## config.mk

```make
export PLATFORM = sky130hd
export DESIGN_NAME = pmm_cell
export DESIGN_NICKNAME = d
export VERILOG_FILES = /design/src/rtl/core/pmm_pkg.sv /design/src/rtl/core/pmm_cell.sv
export SDC_FILE = /design/constraint.sdc
export NUM_CORES = 1
export LEC_CHECK = 0
export BUFFER_PORTS_ARGS = -buffer_cell sky130_fd_sc_hd__buf_2
export CAP_MARGIN = 5
export CELL_PAD_IN_SITES_DETAIL_PLACEMENT = 1
export CELL_PAD_IN_SITES_GLOBAL_PLACEMENT = 1
export CORE_ASPECT_RATIO = 0.8
export CORE_MARGIN = 2
export CORE_UTILIZATION = 40
export CTS_CLUSTER_SIZE = 30
export DETAILED_ROUTE_END_ITERATION = 7
export PLACE_DENSITY = 0.85
export SYNTH_ARGS = -nofsm -noshare
export SYNTH_HDL_FRONTEND = slang
export SYNTH_SLANG_ARGS = --single-unit
```

## constraint.sdc

```tcl
create_clock -name clock -period 23.3 [get_ports clock]
set_input_delay 2.33 -clock clock [delete_from_list [all_inputs] [get_ports clock]]
set_output_delay 2.33 -clock clock [all_outputs]
set_load 0.005 [all_outputs]
```

## src/rtl/core/pmm_pkg.sv

```systemverilog
// ----------------------------------------------------------------------------
// pmm_pkg: shared types and constants of the masked pattern priority match
// Word layouts, command and status codes, and derived widths of the cell chain.
// ----------------------------------------------------------------------------
package pmm_pkg;

   localparam int TABLE_DEPTH = 64;
   localparam int WORD_BITS   = 32;

   // fixed field widths of the words on the ports
   localparam int CMD_W       = 2;
   localparam int DATA_W      = 32;
   localparam int KIND_W      = 8;
   localparam int OPS_W       = 3;
   localparam int STATUS_W    = 2;
   localparam int IDX_OUT_W   = 6;

   localparam int IDX_W  = (TABLE_DEPTH > 1) ? $clog2(TABLE_DEPTH) : 1;
   localparam int FILL_W = $clog2(TABLE_DEPTH + 1);

   localparam logic [CMD_W-1:0] CMD_LOAD   = 2'd0;
   localparam logic [CMD_W-1:0] CMD_LOOKUP = 2'd1;
   localparam logic [CMD_W-1:0] CMD_CLEAR  = 2'd2;

   localparam logic [STATUS_W-1:0] ST_OK   = 2'd0;
   localparam logic [STATUS_W-1:0] ST_FULL = 2'd1;
   localparam logic [STATUS_W-1:0] ST_MISS = 2'd2;

   typedef struct packed {
      logic [CMD_W-1:0]  cmd;
      logic [DATA_W-1:0] word;
      logic [DATA_W-1:0] mask_in;
      logic [KIND_W-1:0] kind_in;
      logic [OPS_W-1:0]  ops_in;
   } req_type;

   typedef struct packed {
      logic [STATUS_W-1:0]  status;
      logic                 hit;
      logic [IDX_OUT_W-1:0] index;
      logic [KIND_W-1:0]    kind_out;
      logic [OPS_W-1:0]     ops_out;
   } rsp_type;

   // entry write, broadcast to every cell
   typedef struct packed {
      logic                 en;
      logic [IDX_W-1:0]     idx;
      logic [WORD_BITS-1:0] sig;
      logic [WORD_BITS-1:0] mask;
      logic [KIND_W-1:0]    kind;
      logic [OPS_W-1:0]     ops;
   } wr_type;

   // word traveling down the chain; fill is the table size seen at accept
   typedef struct packed {
      logic                 valid;
      logic                 lookup;
      logic [WORD_BITS-1:0] word;
      logic [FILL_W-1:0]    fill;
      rsp_type              rsp;
   } token_type;

endpackage

```

## src/rtl/core/pmm_cell.sv

```systemverilog
// ----------------------------------------------------------------------------
// pmm_cell: one table entry and one stage of the lookup chain
// Holds signature, mask, type and operand count of one position, compares the
// passing word against it and overrides the carried result on a match.
// ----------------------------------------------------------------------------
module pmm_cell (
   input  logic                      clock,
   input  logic                      reset,
   input  logic                      advance,
   input  logic [pmm_pkg::IDX_W-1:0] cell_idx,
   input  pmm_pkg::wr_type           wr,
   input  pmm_pkg::token_type        prev_tok,
   output pmm_pkg::token_type        next_tok
);

   logic [pmm_pkg::WORD_BITS-1:0] sig_ff, sig_in;
   logic [pmm_pkg::WORD_BITS-1:0] mask_ff, mask_in;
   logic [pmm_pkg::KIND_W-1:0]    kind_ff, kind_in;
   logic [pmm_pkg::OPS_W-1:0]     ops_ff, ops_in;
   pmm_pkg::token_type            tok_ff, tok_in;
   logic                          match;

   always_comb begin
      sig_in  = sig_ff;
      mask_in = mask_ff;
      kind_in = kind_ff;
      ops_in  = ops_ff;
      if (wr.en && (wr.idx == cell_idx)) begin
         sig_in  = wr.sig;
         mask_in = wr.mask;
         kind_in = wr.kind;
         ops_in  = wr.ops;
      end
   end

   // positions at or above the snapshot fill are not live for this word
   assign match = prev_tok.lookup
                  && (pmm_pkg::FILL_W'(cell_idx) < prev_tok.fill)
                  && ((prev_tok.word & mask_ff) == sig_ff);

   // chain runs upward, so the last match seen is the newest entry
   always_comb begin
      tok_in = prev_tok;
      if (match) begin
         tok_in.rsp.status   = pmm_pkg::ST_OK;
         tok_in.rsp.hit      = 1'b1;
         tok_in.rsp.index    = pmm_pkg::IDX_OUT_W'(cell_idx);
         tok_in.rsp.kind_out = kind_ff;
         tok_in.rsp.ops_out  = ops_ff;
      end
   end

   always_ff @(posedge clock) begin
      sig_ff  <= sig_in;
      mask_ff <= mask_in;
      kind_ff <= kind_in;
      ops_ff  <= ops_in;
   end

   always_ff @(posedge clock) begin
      if (reset) begin
         tok_ff <= '0;
      end else if (advance) begin
         tok_ff <= tok_in;
      end
   end

   assign next_tok = tok_ff;

endmodule

```

# Yosys cells after proc, flatten, opt, wreduce, memory -nomap -nowiden
# Cells that the tools add are included.
dict set report totals {
  inputBits 152
  output_inout_bits 61
  ff_bits 136
  elab_cells 21
}
dict set report classes {
  eq_ne 2
  mux 1
  order_cmp 1
  bitwise_logic 1
  n_reduce_logical 3
}
# cell count
set ops {}
lappend ops {{32-bit AND} 1}
lappend ops {{32-bit equality test} 1}
lappend ops {{20-bit 2-to-1 mux} 1}
lappend ops {{6-bit by 7-bit less-than comparator with 1-bit output} 1}
lappend ops {{6-bit equality test} 1}
lappend ops {{1-bit logical AND} 3}

# Depth between registers and ports, before layout
dict set report logic_depth {
  word_depth 4
  depth_mapped 10
  depth_no_buf 8
}

# Worst setup path after synthesis
# OpenSTA, ideal clock, no wires.
dict set report synth_path {
  kind {in2reg}
  start {in cell_idx[4] (netlist bit)}
  end {reg kind_ff[0] (netlist bit), enable pin}
  path_buffers 0
  setup_slack_ps 12904
  t_arrival_ps 9704
  t_required_ps 22607
  cell_stages 2
  path_cell_list {xor2_1 -> nor4_1}
}
dict set report synth_between {
  elab_chain_len 2
}
# item line_no
set synth_rtl {}
lappend synth_rtl {{start, declared} pmm_cell.sv:10} ;# input logic [pmm_pkg::IDX_W-1:0] cell_idx,
lappend synth_rtl {{6-bit equality test} pmm_cell.sv:28} ;# if (wr.en && (wr.idx == cell_idx)) begin
lappend synth_rtl {{1-bit logical AND} pmm_cell.sv:28}
lappend synth_rtl {{end signal, assigned} pmm_cell.sv:56} ;# kind_ff <= kind_in;
lappend synth_rtl {{end, declared} pmm_cell.sv:18} ;# logic [pmm_pkg::KIND_W-1:0] kind_ff, kind_in;
# Every way passes these cells.
# A chain may end at the register's enable or synchronous reset.

# Final worst setup path
dict set report layout_path {
  start {in cell_idx[4] (netlist bit)}
  end {reg tok_ff (netlist bit next_tok[13])}
}
dict set report layout_between {
  elab_chain_len 4
}
# item line_no
set layout_rtl {}
lappend layout_rtl {{6-bit by 7-bit less-than comparator with 1-bit output} pmm_cell.sv:38} ;# && (pmm_pkg::FILL_W'(cell_idx) < prev_tok.fill)
lappend layout_rtl {{1-bit logical AND} pmm_cell.sv:38}
lappend layout_rtl {{1-bit logical AND} pmm_cell.sv:39} ;# && ((prev_tok.word & mask_ff) == sig_ff);
lappend layout_rtl {{20-bit 2-to-1 mux} pmm_cell.sv:44} ;# if (match) begin
lappend layout_rtl {{end signal, assigned} pmm_cell.sv:64} ;# tok_ff <= tok_in;
lappend layout_rtl {{end, declared} pmm_cell.sv:20} ;# pmm_pkg::token_type tok_ff, tok_in;
# Every way passes these cells.

==> flow_summary.yaml <==
status:
  status: "completed"
routing:
  drt_iter0_drc: 185
  wl_per_cell_um: 19.0
  drt-pass1-iter-count: 4
  drc: 0
  ant_nets: 0
  vias: 4267
  viasPerCell: 5.13
  drt-total-wl_um: 15800
synth:
  synth_enable_flop_cells: 75
  yosysSeqAreaShare: 0.640
  synthCells: 431
  synth_area_mm2: 0.00543
  synthTopCellsByArea: "edfxtp_1 41%, dfxtp_1 22%, mux2i_1 7.6%"
  synth_top_area_share: 0.415
  synth_nets: 588
  async_reset_ff_frac: 0
  avgSynthCellArea_um2: 12.6
  synth_top_flop_cell: "edfxtp_1"
  ys_warn_count: 0
  synth_seq_cells: 136
  synth_common_cells: "75 x edfxtp_1, 61 x dfxtp_1, 61 x nor2_1, 41 x mux2i_1"
  synth_most_common_cell: "edfxtp_1"
  synth_top_area_cell: "edfxtp_1"
  synth_cell_type_count: 40
setup_path:
  crit_type: "in2reg"
  worst_setup_path_start_kind: "input pin"
  critical_path_required_ps: 23520
  cp-end-kind: "flip-flop"
  critPathMaxFanout: 19
  critPathArrivalTime_ps: 4480
final_layout:
  syn_to_final_growth_pct: 32.5
  n_fill_cell: 1474
  finalNonFillerCells: 831
  finalNetCount: 795
  layout-drive-gt1-share: 0.382
  antenna_cells: 0
  multi_input_area_mm2: 0.00181
  regArea_mm2: 0.00347
job:
  drv_cap: 0
sta:
  hold-worst-slack_ps: 481
  fin_setup_tns_ps: 0
  fin_ws_ps: 19040
  worst_slew_pin_slew_ps: 1210
  relSlewSlack: 0.190
  hold_viol_final: 0
  slew_violations: 0
  fmax_mhz: 235
  clock_skew_ps: 6.50
  period_share: 0.183
  period_needed_ps: 4260
  rsz0062_at_grt: "false"
  finalSetupViolCount: 0
die:
  initial_core_util: 0.405
  die_x_um: 134
  fp.dieH_um: 108
  core-area_mm2: 0.0134
  dieArea_mm2: 0.0145
  io_pins: 213
  core.rowCount: 38
pwr:
  p_leak_nw: 3.15
  powerDensity_mw_per_mm2: 80.5
  vdd_ir_drop_max_uv: 69.1
clock_network:
  post_cts_resized: 0
  clk_pin_slew_worst_paths_ps: 60
  cts_tree: "yes"
  cts-root-buf: "clkbuf_16"
  cts_setup_buffers: 0
  hold_buffers: 0
  htreeDepth: 4
  clkSinkCount: 136
  cts.path.max_buffers: 2
  cts_buffers: 17
  worstSkewPairLatency_ps: 420
global_route:
  gr-total-overflow: 0
  grt_pass1_vias: 4574
  grt_use_total: 0.222
  grt_antenna_before_repair: 0
  grt_pass1_wl_um: 24300
  grt_max_degree: 82
placed_design:
  place_hpwl_um: 11400
  portBuffers: 212
  place.gp.congestion: 0.821
  post-place-ws_ps: 18670
  place_inst: 799
hold_path:
  hold_class: "reg2reg"
==> through the flow <==
| step | total power, mW | cell area [um^2] | utilization |
|---|---|---|---|
| after global routing | 0.600 | 7190 | 0.536 |
| after global placement | 0.313 | 6610 | 0.493 |
| after CTS | 0.585 | 7190 | 0.536 |
| after detailed placement | 0.316 | 6610 | 0.493 |
| final | 0.579 | 7190 | 0.536 |
| after floorplan | 0.289 | 5430 | - |
==> cell usage in the layout, fill, tap and decap left out, types with 3 or more instances in the layout <==
cell type / n
ha_1: 5
xnor2_1: 3
nand2_1: 23
o31ai_1: 17
dfxtp_1: 61
and3_1: 4
edfxtp_1: 75
clkbuf_16: 17
inv_1: 8
clkinv_2: 5
a21o_1: 5
buf_2: 211
clkinv_1: 3
xor2_1: 23
nor2_1: 61
a311oi_1: 18
mux2i_1: 41
a21oi_1: 7
nand4_1: 22
bufinv_16: 3
nand2b_1: 3
nand3_1: 6
==> area by class of cell <==
| cell class | count | area share |
|---|---|---|
| multi-input cells | 262 | 0.252 |
| clock buffers | 17 | 0.0591 |
| repair buffers | 213 | 0.149 |
| inverters | 8 | 0.00417 |
| well taps | 180 | 0.0313 |
| flip-flops and latches | 136 | 0.483 |
| clock inverters | 15 | 0.0221 |
==> layer usage <==
metal / part of all wire / global-route usage / routed length, um / up-vias
met5: 0 / 0 / 0 / -
met4: 0.022 / 0.0932 / 341 / 0
met3: 0.070 / 0.0652 / 1110 / 31
met2: 0.51 / 0.387 / 7990 / 177
met1: 0.40 / 0.258 / 6350 / 2046
li1: - / - / - / 2013
==> sequential cells by signal, summed over array words and instances (netlist names) <==
register and cells:
next_tok 61, ops_ff 3, kind_ff 8, mask_ff 32
sig_ff 32
==> cell families (layout without fill, tap and decap cells) <==
| family | count (synthesis) | after routing | synth area share |
|---|---|---|---|
| DFF | 136 | 136 | 0.640 |
| muxes | 41 | 41 | 0.0756 |
| and+or+nand+nor | 129 | 129 | 0.114 |
| xor gates and xnor gates | 26 | 26 | 0.0419 |
| adders and majority gates | 5 | 5 | 0.0115 |
| buffers and inverters | 33 | 253 | 0.0281 |
| AOI/OAI and AO/OA | 61 | 61 | 0.0894 |
==> power by group <==
part	switching [mW]	internal, mW
clock	0.102	0.166
sequential	0.00391	0.261
combinational	0.0232	0.0226
==> critical path, cell delays in order <==
cell and delay [ps]:
buf_2 130, ha_1 310, a21o_1 160, a22oi_1 150
nand3_1 170, or3_1 700, o31ai_1 380, a311oi_1 160
==> path summary, 6_finish.rpt <==
path / slack, ps / endpoint / start / cells past startpoint
setup / recovery: 19040 / next_tok[13] / cell_idx[4] / 8
hold / removal: 480 / next_tok[18] / next_tok[18] / 2
setup reg to reg: 20740 / next_tok[4] / mask_ff[3] / 6
hold reg to reg: 480 / next_tok[18] / next_tok[18] / 2
Note: power is estimated with default switching activity, not from simulation.
